--- src/design/actr_key_mem.sv ---
`timescale 1ns / 1ps
module actr_key_mem (
  input  logic        clk_i,
  input  logic        we_i,
  input  logic [3:0]  waddr_i,
  input  logic [127:0] wdata_i,
  input  logic [3:0]  raddr_i,
  output logic [127:0] rdata_o
);
  logic [127:0] mem [11];

  always_ff @(posedge clk_i) begin
    if (we_i) mem[waddr_i] <= wdata_i;
    rdata_o <= mem[raddr_i];
  end
endmodule

--- config.mk ---
export PLATFORM = sky130hd
export DESIGN_NAME = actr_key_mem
export DESIGN_NICKNAME = d
export VERILOG_FILES = /design/src/design/actr_key_mem.sv
export SDC_FILE = /design/constraint.sdc
export NUM_CORES = 1
export LEC_CHECK = 0
export BUFFER_PORTS_ARGS = -buffer_cell sky130_fd_sc_hd__buf_2
export CORE_MARGIN = 1.5
export CORE_UTILIZATION = 50
export DETAILED_ROUTE_END_ITERATION = 7
export GPL_TIMING_DRIVEN = 1
export PLACE_DENSITY_LB_ADDON = 0.1
export SLEW_MARGIN = 40
export SYNTH_ARGS = -nofsm -noshare
export SYNTH_HDL_FRONTEND = slang
export SYNTH_SLANG_ARGS = --single-unit
--- constraint.sdc ---
create_clock -name clk_i -period 11.16 [get_ports clk_i]
set_clock_uncertainty 0.2 [all_clocks]
set_input_delay 1.116 -clock clk_i [delete_from_list [all_inputs] [get_ports clk_i]]
set_output_delay 1.116 -clock clk_i [all_outputs]
set_load 0.01 [all_outputs]
==> implementation parameters <==
Parameter                              Value

Critical path
  Biggest fanout along the worst timing path ... 87
  Required time at the worst-slack endpoint ... around 12 ns
  Kind of start point of the critical path ... input pin
  Startpoint of the worst register-to-register path ... mem[2][13]
  Destination of the worst register-to-register timing path ... rdata_o[13]
  Critical setup path kind ... in -> reg
  Crit path arrival time ... 4.28 ns
  Worst R2R Setup Slack ... 9.79 ns
  Register-to-Register Path Depth ... 3
  Critical Path Sink Type ... register

Power
  Leakage power total ... between 20 and 25 nW
  Worst vdd ir ... 0.000173 V
  Power consumption ... between 0.01 and 0.015 W
  PD cells ... 185 nW/um2

Routing
  Vias per inst ... a little under 6
  DRC marker count from the first detailed-route iteration ... 2027
  Final routed wirelength across all metal layers ... 132000 um
  Wire length per cell ... approximately 26 um
  Number of search-and-repair iterations in the first detailed-routing pass ... 5
  Vias after detailed routing ... 28800
  Count of nets left with antenna violations after detail routing ... 0
  Post-route DRC ... 0

Logic synthesis
  Register area share after synthesis ... 0.780
  Cell accounting for the most synthesized area ... sky130_fd_sc_hd__edfxtp_1
  Post-synthesis instance area ... 57500 um2
  Fraction of synthesized cell area in xor and xnor cells ... 0
  Compound-cell area share of the yosys netlist ... 0.0669
  Average cell area after synthesis ... 19.0 um2
  Share of the synthesized area in the top cell type ... 0.736
  Multiplexer area fraction after synthesis ... 0.120
  Ys Warns ... 0
  FF+latch count, synth ... 1536
  Post-synthesis cell type count ... 20
  Simple-Gate Fraction of Synth Area ... 0.0158
  Cell types with the largest area share after synthesis ... sky130_fd_sc_hd__edfxtp_1, sky130_fd_sc_hd__mux2_2, sky130_fd_sc_hd__dfxtp_1, sky130_fd_sc_hd__mux2i_1, sky130_fd_sc_hd__a22o_1
  Post-Synthesis Cells ... 3021
  Syn Nets ... 3159
  Combinational family with the most area after synthesis ... multiplexers
  Adder-cell share of the synthesized area ... 0

Floorplan
  Die outline area ... 117000 um2
  Overall die height ... about 340 um
  Starting density of the core ... 0.503
  Core Area ... 114000 um2
  Row Count ... 124
  I/O pins ... 266
  Width of the die ... roughly 340 um

Place
  Global placer's final weighted congestion ... 0.721
  # port buffers ... 265
  HPWL Detailed ... 65900 um

Clocking
  Clock latency at the later pin of the worst-skew pair ... 0.75 ns
  TritonCTS Buffers ... 157
  Clock root cell ... sky130_fd_sc_hd__clkbuf_16
  Clock tree from TritonCTS ... built
  # resized after CTS ... 0
  Max Root-Sink Buffers ... 3
  Clk pin slew, worst setup/hold paths ... roughly 0.06 ns
  Number of buffers added for setup after CTS ... 0
  H-tree depth ... 4
  Count of hold-fix buffers inserted at cts ... 0
  Clock Sinks ... 1536

STA
  Count of final max-slew check failures ... 0
  Final hold violation count ... 0
  Setup tns final ... 0 ns
  Setup Viol. Count Final ... 0
  Highest clock rate ... 259 MHz
  RSZ-0062 raised after global routing ... false
  Slew at the pin closest to its max-slew limit ... roughly 0.87 ns
  Tcrit/Tclk final ... 0.347
  Slew Limit Headroom ... 0.422
  Min cycle time layout ... between 3 and 4 ns

Run
  Max cap viols ... 0

Global route
  First-pass GRT wire length ... about 190000 um
  Global-route congestion overflow total ... 0
  Vias in the first global route ... 29700
  Maximum number of pins on one net before global-route repair ... 100
  Antenna violations before repair ... 37
  Overall Global Routing Usage ... 0.226

Final layout
  Most common cell after layout, fill and taps aside ... sky130_fd_sc_hd__edfxtp_1
  Most frequent cells in the layout ... sky130_fd_sc_hd__edfxtp_1, sky130_fd_sc_hd__mux2_2, sky130_fd_sc_hd__buf_2
  Share of final-layout standard cells stronger than drive strength 1 ... 0.274
  Nets ... 3459
  Layout Area Growth over Synthesis ... 14.6%

Hold path
  Number of cells on the worst hold path ... 3
  Destination of the worst hold path ... rdata_o[26]
  HP Start ... mem[10][26]
  Type of the most critical hold path ... reg -> reg

Outcome
  Status ... finished, final reports clean
## synth_stat cells
cell type,instances
sky130_fd_sc_hd__a22o_1,128
sky130_fd_sc_hd__buf_1,8
sky130_fd_sc_hd__buf_2,28
sky130_fd_sc_hd__buf_4,42
sky130_fd_sc_hd__buf_6,13
sky130_fd_sc_hd__clkbuf_1,93
sky130_fd_sc_hd__dfxtp_1,128
sky130_fd_sc_hd__edfxtp_1,1408
sky130_fd_sc_hd__mux2_2,384
sky130_fd_sc_hd__mux2i_1,256
sky130_fd_sc_hd__nand2_1,2
sky130_fd_sc_hd__nand2b_1,131
sky130_fd_sc_hd__nand3b_1,2
sky130_fd_sc_hd__nor2_1,9
sky130_fd_sc_hd__nor2b_1,1
sky130_fd_sc_hd__nor3_1,3
sky130_fd_sc_hd__o211ai_1,128
sky130_fd_sc_hd__o22ai_1,128
sky130_fd_sc_hd__o31ai_1,128
sky130_fd_sc_hd__or3b_2,1
## metrics by stage
stage	instance area, um2	util	std cells	hold WS (ns)	setup WS [ns]
after detailed placement	60700	0.532	4671	0.358	6.49
after floorplan	57500	-	3021	0.339	0.216
after global routing	65800	0.576	4971	0.399	7.13
after global placement	60300	0.528	4657	0.349	6.54
after CTS	65700	0.576	4962	0.370	7.30
final	65800	0.577	4978	0.368	7.29
## logic make-up after synthesis
logic type	after synthesis
flip-flops	1536
multiplexers	640
AO/OA/AOI/OAI	512
buffers and inverters	184
AND/OR/NAND/NOR	149
## cell type report
class / instances / area (um2)
Fill cell: 8567 / 48300
Multi-Input combinational cell: 1301 / 11700
Antenna cell: 13 / 32.5
Clock inverter: 70 / 547
Clock buffer: 221 / 4470
Tap cell: 1512 / 1890
Timing Repair Buffer: 325 / 2310
Sequential cell: 1536 / 44800
## state kept, by name, indices dropped and copies added (netlist names)
register / cells
mem: 1408
rdata_o: 128
## per-layer routing
metal  global-route usage  wire length (um)
met1                0.316             57600
met2                0.361             63600
met3               0.0465              7860
met4               0.0630              2420
met5                    0               249
## critical path: stages
cell	delay, ns
sky130_fd_sc_hd__buf_8	0.47
sky130_fd_sc_hd__buf_12	0.51
sky130_fd_sc_hd__buf_16	0.34
sky130_fd_sc_hd__buf_12	0.39
sky130_fd_sc_hd__buf_16	0.46
sky130_fd_sc_hd__mux2_2	0.41
sky130_fd_sc_hd__o211ai_1	0.21
sky130_fd_sc_hd__o31ai_1	0.11
## power by group
group / leakage (nW) / internal, W / switching, W
logic: 5.95 / 0.000237 / 0.000392
registers: 13.8 / 0.00643 / 0.0000440
clock network: 2.47 / 0.00297 / 0.00209
total: 22.2 / 0.00964 / 0.00252
## how the worst max path moves through the flow
stage                          start     endpoint  slack, ns  cells past startpoint
after CTS                 waddr_i[3]   mem[1][80]       7.30                      5
after global routing      raddr_i[0]  rdata_o[70]       7.13                      8
after floorplan           waddr_i[3]    mem[4][0]       0.22                      2
after global placement    waddr_i[3]   mem[1][70]       6.54                      5
after detailed placement  waddr_i[3]   mem[1][94]       6.49                      5
final                     raddr_i[0]  rdata_o[63]       7.29                      8
No activity file was read; power rests on OpenSTA's default activity.
